### src/rtl/alnorm_pkg.sv
package alnorm_pkg;

	// Layer count of the blend stack, base coat included.
	localparam int MAX_LAYERS = 4;

	// Layers above the base coat that carry a coverage byte; one lane each.
	localparam int LANES = 3;

	// Effective layer count is capped by both the stack size and the lanes present.
	localparam int N_CAP = (MAX_LAYERS < LANES + 1) ? MAX_LAYERS : LANES + 1;

	localparam int ALPHA_W    = 8;
	localparam int COUNT_W    = 3;
	localparam int EDIT_W     = 2;
	localparam int SUM_W      = 10;
	localparam int NUM_W      = 16;
	localparam int QUO_W      = 8;
	localparam int TRIAL_W    = SUM_W + QUO_W;
	localparam int BITS_PER_STAGE = 2;
	localparam int DIV_STAGES = QUO_W / BITS_PER_STAGE;

	// Prep stage, multiply stage, divider stages.
	localparam int NUM_STAGES = 2 + DIV_STAGES;

	localparam logic [ALPHA_W-1:0] ALPHA_MAX = 8'd255;

	// Configuration port.
	localparam int CFG_IDX_W  = 1;
	localparam int CFG_DATA_W = 3;
	localparam logic [CFG_IDX_W-1:0] REG_LAYER_COUNT  = 1'd0;
	localparam logic [CFG_IDX_W-1:0] REG_EDITED_LAYER = 1'd1;

	typedef struct packed {
		logic [ALPHA_W-1:0] alpha_one;
		logic [ALPHA_W-1:0] alpha_two;
		logic [ALPHA_W-1:0] alpha_three;
	} texel_t;

	typedef struct packed {
		logic [ALPHA_W-1:0] out_alpha_one;
		logic [ALPHA_W-1:0] out_alpha_two;
		logic [ALPHA_W-1:0] out_alpha_three;
		logic               was_scaled;
	} result_t;

	// What the prep stage hands to the lanes; lane 0 is layer one.
	typedef struct packed {
		logic [LANES-1:0][ALPHA_W-1:0] alpha;
		logic [LANES-1:0]              rescale;
		logic [SUM_W-1:0]              denom;
		logic [ALPHA_W-1:0]            scale;
		logic                          scaled;
	} prep_t;

	// Load enables for the stages that live inside a lane.
	typedef struct packed {
		logic                  mul_en;
		logic [DIV_STAGES-1:0] div_en;
	} lane_ctl_t;

endpackage

### src/rtl/alnorm_prep.sv
module alnorm_prep
	import alnorm_pkg::*;
(
	input  logic               clk,
	input  logic               en,
	input  logic [COUNT_W-1:0] layer_count,
	input  logic [EDIT_W-1:0]  edited_layer,
	input  texel_t             texel,
	output prep_t              prep_s1
);

	logic [COUNT_W-1:0]            n_eff;
	logic [LANES-1:0][ALPHA_W-1:0] alpha;
	logic [LANES-1:0]              in_use;
	logic [LANES-1:0]              ed_hit;
	logic [SUM_W-1:0]              sum;
	logic [ALPHA_W-1:0]            ed_val;
	logic                          scaled;
	prep_t                         prep_n;

	assign alpha[0] = texel.alpha_one;
	assign alpha[1] = texel.alpha_two;
	assign alpha[2] = texel.alpha_three;

	always_comb begin
		n_eff  = (layer_count > COUNT_W'(N_CAP)) ? COUNT_W'(N_CAP) : layer_count;
		sum    = '0;
		ed_val = '0;
		for (int i = 0; i < LANES; i++) begin
			in_use[i] = COUNT_W'(i + 1) < n_eff;
			ed_hit[i] = in_use[i] && (edited_layer == EDIT_W'(i + 1));
			if (in_use[i]) begin
				sum = sum + SUM_W'(alpha[i]);
			end
			if (ed_hit[i]) begin
				ed_val = alpha[i];
			end
		end
		scaled = sum > SUM_W'(ALPHA_MAX);
		for (int i = 0; i < LANES; i++) begin
			prep_n.rescale[i] = scaled && in_use[i] && !ed_hit[i];
		end
		prep_n.alpha  = alpha;
		prep_n.denom  = sum - SUM_W'(ed_val);
		prep_n.scale  = ALPHA_MAX - ed_val;
		prep_n.scaled = scaled;
	end

	always_ff @(posedge clk) begin
		if (en) begin
			prep_s1 <= prep_n;
		end
	end

endmodule

### src/rtl/alnorm_lane.sv
module alnorm_lane
	import alnorm_pkg::*;
(
	input  logic               clk,
	input  lane_ctl_t          ctl,
	input  logic [ALPHA_W-1:0] alpha,
	input  logic               rescale,
	input  logic [SUM_W-1:0]   denom,
	input  logic [ALPHA_W-1:0] scale,
	output logic [ALPHA_W-1:0] value
);

	// Multiply stage.
	logic [NUM_W-1:0]   num_s2;
	logic [SUM_W-1:0]   den_s2;
	logic [ALPHA_W-1:0] alpha_s2;
	logic               rescale_s2;

	// Divider stages, one entry per stage.
	logic [NUM_W-1:0]   rem_s     [DIV_STAGES];
	logic [QUO_W-1:0]   quo_s     [DIV_STAGES];
	logic [SUM_W-1:0]   den_s     [DIV_STAGES];
	logic [ALPHA_W-1:0] alpha_s   [DIV_STAGES];
	logic               rescale_s [DIV_STAGES];

	logic [NUM_W-1:0]   rem_n [DIV_STAGES];
	logic [QUO_W-1:0]   quo_n [DIV_STAGES];

	// Numerator with the round-half-up bias; at most 255*255 + 382, so it fits.
	always_ff @(posedge clk) begin
		if (ctl.mul_en) begin
			num_s2     <= NUM_W'(alpha) * NUM_W'(scale) + NUM_W'(denom >> 1);
			den_s2     <= denom;
			alpha_s2   <= alpha;
			rescale_s2 <= rescale;
		end
	end

	// Restoring division, two quotient bits per stage, most significant first.
	always_comb begin
		logic [NUM_W-1:0]   r;
		logic [QUO_W-1:0]   q;
		logic [SUM_W-1:0]   d;
		logic [TRIAL_W-1:0] trial;
		int                 k;
		for (int j = 0; j < DIV_STAGES; j++) begin
			r = (j == 0) ? num_s2 : rem_s[j-1];
			q = (j == 0) ? '0 : quo_s[j-1];
			d = (j == 0) ? den_s2 : den_s[j-1];
			for (int b = 0; b < BITS_PER_STAGE; b++) begin
				k     = QUO_W - 1 - j * BITS_PER_STAGE - b;
				trial = TRIAL_W'(d) << k;
				if (TRIAL_W'(r) >= trial) begin
					r    = r - NUM_W'(trial);
					q[k] = 1'b1;
				end
			end
			rem_n[j] = r;
			quo_n[j] = q;
		end
	end

	always_ff @(posedge clk) begin
		for (int j = 0; j < DIV_STAGES; j++) begin
			if (ctl.div_en[j]) begin
				rem_s[j]     <= rem_n[j];
				quo_s[j]     <= quo_n[j];
				den_s[j]     <= (j == 0) ? den_s2 : den_s[j-1];
				alpha_s[j]   <= (j == 0) ? alpha_s2 : alpha_s[j-1];
				rescale_s[j] <= (j == 0) ? rescale_s2 : rescale_s[j-1];
			end
		end
	end

	// A rescaled layer is never larger than the divisor, so the quotient stays
	// at or below 255 and needs no clamp.
	assign value = rescale_s[DIV_STAGES-1] ? quo_s[DIV_STAGES-1] : alpha_s[DIV_STAGES-1];

endmodule

### src/rtl/alpha_layer_normalizer_unit.sv
// Alpha layer normalizer.
// One transaction on the texel channel carries the coverage bytes of layers
// one to three of a texel; one transaction on the result channel returns the
// normalized bytes plus a flag that tells whether rescaling took place.
// Both channels use valid and stall: a transaction completes at a rising edge
// with valid high and stall low. The texel is taken into the prep stage, which
// sums the layers in use and derives divisor and scale; three lanes then each
// multiply and divide one layer, and the result register merges the lanes.
// Throughput: one texel per cycle while the result receiver does not stall,
// set by the pipelined lane divider, which resolves two quotient bits per
// stage over four stages.
// When the result receiver stalls, every stage holds that has a valid
// transaction in front of it that cannot move; bubbles still close up, and
// texel_stall rises only when the whole pipeline is full.
// The configuration port writes layer_count (index 0) and edited_layer
// (index 1) at any edge with cfg_we high; it is meant to be used while the
// pipeline is empty. Reset empties the pipeline and sets layer_count to 1
// and edited_layer to 0.
module alpha_layer_normalizer_unit
	import alnorm_pkg::*;
(
	input  logic                  clk,
	input  logic                  arst_n,
	input  logic                  texel_valid,
	output logic                  texel_stall,
	input  texel_t                texel,
	output logic                  result_valid,
	input  logic                  result_stall,
	output result_t               result,
	input  logic                  cfg_we,
	input  logic [CFG_IDX_W-1:0]  cfg_index,
	input  logic [CFG_DATA_W-1:0] cfg_data
);

	logic [COUNT_W-1:0]              layer_count_q;
	logic [EDIT_W-1:0]               edited_layer_q;

	// Valid bit of each stage: prep, multiply, then the divider stages.
	logic [NUM_STAGES-1:0]           stage_valid_q;
	logic [NUM_STAGES-1:0]           advance;
	logic                            out_en;

	// The scaled flag rides beside the lanes from the multiply stage onward.
	logic [NUM_STAGES-1:1]           scaled_q;

	prep_t                           prep_s1;
	lane_ctl_t                       lane_ctl;
	logic [LANES-1:0][ALPHA_W-1:0]   lane_value;

	logic                            result_valid_q;
	result_t                         result_q;

	// Configuration registers.
	always_ff @(posedge clk or negedge arst_n) begin
		if (!arst_n) begin
			layer_count_q  <= COUNT_W'(1);
			edited_layer_q <= '0;
		end else if (cfg_we) begin
			unique case (cfg_index)
				REG_LAYER_COUNT:  layer_count_q  <= cfg_data[COUNT_W-1:0];
				REG_EDITED_LAYER: edited_layer_q <= cfg_data[EDIT_W-1:0];
				default: ;
			endcase
		end
	end

	// A stage may load when it is empty or when the stage after it moves on.
	// The result register moves when it is empty or its transaction is taken.
	always_comb begin
		out_en                  = !result_valid_q || !result_stall;
		advance[NUM_STAGES-1]   = !stage_valid_q[NUM_STAGES-1] || out_en;
		for (int k = NUM_STAGES - 2; k >= 0; k--) begin
			advance[k] = !stage_valid_q[k] || advance[k+1];
		end
	end

	assign texel_stall     = !advance[0];
	assign lane_ctl.mul_en = advance[1];
	assign lane_ctl.div_en = advance[NUM_STAGES-1:2];

	always_ff @(posedge clk or negedge arst_n) begin
		if (!arst_n) begin
			stage_valid_q  <= '0;
			result_valid_q <= 1'b0;
		end else begin
			for (int k = 0; k < NUM_STAGES; k++) begin
				if (advance[k]) begin
					stage_valid_q[k] <= (k == 0) ? texel_valid : stage_valid_q[k-1];
				end
			end
			if (out_en) begin
				result_valid_q <= stage_valid_q[NUM_STAGES-1];
			end
		end
	end

	always_ff @(posedge clk) begin
		for (int k = 1; k < NUM_STAGES; k++) begin
			if (advance[k]) begin
				scaled_q[k] <= (k == 1) ? prep_s1.scaled : scaled_q[k-1];
			end
		end
	end

	alnorm_prep u_prep (
		.clk          (clk),
		.en           (advance[0]),
		.layer_count  (layer_count_q),
		.edited_layer (edited_layer_q),
		.texel        (texel),
		.prep_s1      (prep_s1)
	);

	for (genvar i = 0; i < LANES; i++) begin : g_lane
		alnorm_lane u_lane (
			.clk     (clk),
			.ctl     (lane_ctl),
			.alpha   (prep_s1.alpha[i]),
			.rescale (prep_s1.rescale[i]),
			.denom   (prep_s1.denom),
			.scale   (prep_s1.scale),
			.value   (lane_value[i])
		);
	end

	// Merge stage: gather the three lanes and the flag into the result register.
	always_ff @(posedge clk) begin
		if (out_en && stage_valid_q[NUM_STAGES-1]) begin
			result_q.out_alpha_one   <= lane_value[0];
			result_q.out_alpha_two   <= lane_value[1];
			result_q.out_alpha_three <= lane_value[2];
			result_q.was_scaled      <= scaled_q[NUM_STAGES-1];
		end
	end

	assign result_valid = result_valid_q;
	assign result       = result_q;

endmodule

### config.mk
export PLATFORM = sky130hd
export DESIGN_NAME = alpha_layer_normalizer_unit
export DESIGN_NICKNAME = d
export VERILOG_FILES = /design/src/rtl/alnorm_pkg.sv /design/src/rtl/alnorm_prep.sv /design/src/rtl/alnorm_lane.sv /design/src/rtl/alpha_layer_normalizer_unit.sv
export SDC_FILE = /design/constraint.sdc
export NUM_CORES = 2
export LEC_CHECK = 0
export BUFFER_PORTS_ARGS = -buffer_cell sky130_fd_sc_hd__buf_2
export CAP_MARGIN = 20
export CORE_MARGIN = 2
export CORE_UTILIZATION = 60
export CTS_BUF_LIST = sky130_fd_sc_hd__clkbuf_4 sky130_fd_sc_hd__clkbuf_8 sky130_fd_sc_hd__clkbuf_16
export CTS_CLUSTER_DIAMETER = 150
export DETAILED_ROUTE_END_ITERATION = 8
export GPL_TIMING_DRIVEN = 0
export PLACE_DENSITY = 0.77
export RECOVER_POWER = 50
export SYNTH_ARGS = -nofsm -noshare
export SYNTH_HDL_FRONTEND = slang
export SYNTH_SLANG_ARGS = --single-unit
export TNS_END_PERCENT = 50
### constraint.sdc
create_clock -name clk -period 6.8 [get_ports clk]
set_input_delay 1.02 -clock clk [delete_from_list [all_inputs] [get_ports clk]]
set_output_delay 1.02 -clock clk [all_outputs]
set_load 0.01 [all_outputs]
==> impl_metrics.yaml <==
synth:
  avgSynthCellArea_um2: 11.0
  synth_top_area_share_pct: 41.2
  synth_area_leaders: "edfxtp_1 41%, ha_1 13%, fa_1 8.7%, mux2_2 3.6%, inv_1 3.5%"
  synth_nets: 3889
  yosysSeqAreaShare_pct: 42.0
  synthFlopType: "edfxtp_1"
  yosys_warnings: 0
  yosysTopAreaCell: "edfxtp_1"
  synthCells: 3327
  synth-seq-cells: 515
  synth-edff-count: 503
  syn_area_um2: 36600
  async_flop_share_pct: 2.33
  synth_common_cells: "503 x edfxtp_1, 370 x ha_1, 343 x inv_1, 263 x nand2_1, 190 x a21oi_1"
  synth.distinct_cells: 85
  yosysMostFrequentCell: "edfxtp_1"
clock_tree:
  cts.clk_slew.worst_paths_ns: 0.07
  hold_buffers: 0
  cts_tree: "built"
  cts_root_buf: "clkbuf_16"
  cts.sinks: 515
  cts_made_buffers: 56
  cts.path.max_buffers: 3
  insertion_delay_ns: 0.65
  cts_max_level: 2
sta:
  finalCriticalPeriod_ns: 6.42
  setup_ws_ns: 0.379
  finalCritPeriodShare_pct: 94.4
  relSlewSlack_pct: -152
  setup_viol: 0
  worst_pin_slew_ns: 3.78
  finClkSkew_ns: 0.0567
  max_freq_mhz: 156
  hold_viol: 0
  drv_slew: 142
worst_setup_path:
  reg2reg_depth: 22
  crit_arrival_ns: 6.78
  end_kind: "register"
  cp-start-kind: "register"
  cp_num_cells: 22
  path_max_fanout: 10
  required_ns: 7.16
  r2r_end: "g_lane[2].u_lane.rem_s[0][15]"
  cpPeakStageDelay_ns: 0.67
  crit_chain: "clkinvlp_4, buf_4, fa_1, a21o_1, a21oi_1, o21bai_1, a2111oi_0, or3_1, o22a_1, buf_2, mux2_2, ha_1, nor2b_1, o21ai_0, a21oi_1, o21ai_0, a21boi_0, o311ai_0, a21oi_2, clkbuf_1, o31ai_1, nand2_1"
  startpoint: "g_lane[2].u_lane.den_s2[1]"
  critPathBufInv: 4
  endpoint: "g_lane[2].u_lane.rem_s[0][15]"
  reg2reg_slack_ns: 0.38
  r2r_start: "g_lane[2].u_lane.den_s2[1]"
  path_class: "register to register"
  cp_slowest_cell: "edfxtp_1"
  path_delay_family: "compound AO/OA/AOI/OAI gates"
grt:
  grt_use_total_pct: 28.1
  grt_pass1_vias: 25600
  grt_pass1_wl_um: 138000
  overflow: 0
  grt_max_degree: 74
  antenna_found_initial: 0
finish:
  post-route-util_pct: 66.3
  layoutNonFillerInstCount: 4285
  diodes: 0
  syn_to_final_growth_pct: 9.15
  drive_gt1_share_pct: 8.62
  fin_nets: 4017
die:
  start_util_pct: 60.7
  io_pins: 60
  die_h_um: 251
  die_w_um: 251
  rows: 90
  dieArea_um2: 63100
  core_um2: 60400
placement:
  dp_cells: 4176
  io_buffers: 59
  pre_cts_ws_ns: 0.294
  gp_congestion: 0.942
  dp_hpwl_um: 68600
detailed_routing:
  initialDrtViolationCount: 1777
  viasPerCell: 6.00
  route.detailed.drc: 0
  vias: 25700
  drt_first_pass_iters: 5
  ant_nets: 0
  wl_per_cell_um: 20.7
  wl_um: 88500
outcome:
  status: "finished, violations left"
  violations: "capacitance limit, slew limit"
job:
  maxCapViolCount: 3
hold_path:
  hp-class: "input pin to async pin"
[area by class of cell]
cell class	instances	area, um2
flip-flops and latches	515	15400
clock buffers	67	1490
fillers	4502	20400
inverters	344	1300
repair buffers	70	409
clock inverters	39	442
multi-input cells	2411	19700
well taps	782	978
plain buffers	57	241
[how the worst min path moves through the flow]
stage / to / slack, ns / cells after the start
after floorplan: g_lane[0].u_lane.alpha_s[0][0] / 0.40 / 0
after global placement: g_lane[0].u_lane.rescale_s[3] / 0.40 / 0
after detailed placement: g_lane[1].u_lane.quo_s[3][2] / 0.40 / 0
after CTS: stage_valid_q[5] / 0.23 / 1
after global routing: result_valid / 0.42 / 1
final: stage_valid_q[5] / 0.39 / 1
[per-stage QoR]
stage	setup TNS, ns	hold WS [ns]	instance area (um2)
after floorplan	0	0.400	36600
after global placement	0	0.400	37900
after detailed placement	0	0.405	38100
after CTS	0	0.231	40100
after global routing	-0.174	0.418	40000
final	0	0.393	40000
[metal layers]
layer | wire, um | up-vias | track usage (%) | part of all wire [%]
li1 | - | 12300 | - | -
met1 | 35700 | 12400 | 35.0 | 40
met2 | 42500 | 836 | 47.3 | 48
met3 | 4080 | 248 | 3.02 | 4.6
met4 | 6250 | 0 | 17.3 | 7.1
met5 | 0 | - | 0 | 0
[kinds of logic (layout without fill, tap and decap cells)]
| group | Yosys count | after routing | share of synthesized area [%] |
|---|---|---|---|
| DFF | 515 | 515 | 42.0 |
| AOI/OAI and AO/OA | 676 | 676 | 11.7 |
| buffers and inverters | 401 | 577 | 4.18 |
| and+or+nand+nor | 879 | 879 | 11.9 |
| adders and majority gates | 529 | 529 | 21.3 |
| xor gates and xnor gates | 180 | 180 | 4.30 |
| muxes | 147 | 147 | 4.49 |
[flip-flops by register name, indices dropped and copies added, names as in the netlist]
register,count
g_lane.u_lane.num_s2,48
result_valid,1
edited_layer_q,2
g_lane.u_lane.alpha_s,96
g_lane.u_lane.den_s2,10
scaled_q,5
g_lane.u_lane.rescale_s2,3
g_lane.u_lane.alpha_s2,24
g_lane.u_lane.quo_s,60
layer_count_q,3
g_lane.u_lane.rescale_s,12
stage_valid_q,6
g_lane.u_lane.rem_s,144
u_prep.prep_s1,46
result,25
g_lane.u_lane.den_s,30
[cell usage in the layout, fill, tap and decap left out, drive strengths merged, types with 92 or more instances in the layout]
cell type,n
nor2,169
ha,370
nand2,263
clkbuf,142
mux2,121
xnor2,111
edfxtp,503
inv,349
and2,92
fa,159
a21oi,190
o21ai,166
[repair_timing]
item                       in CTS  in global routing
setup endpoints to repair       0                 32
buffers inserted                0                  2
gates resized for setup         0                  6
Power is not shown: default switching activity piles up to over one toggle a cycle in this logic, so the estimate is an artifact.
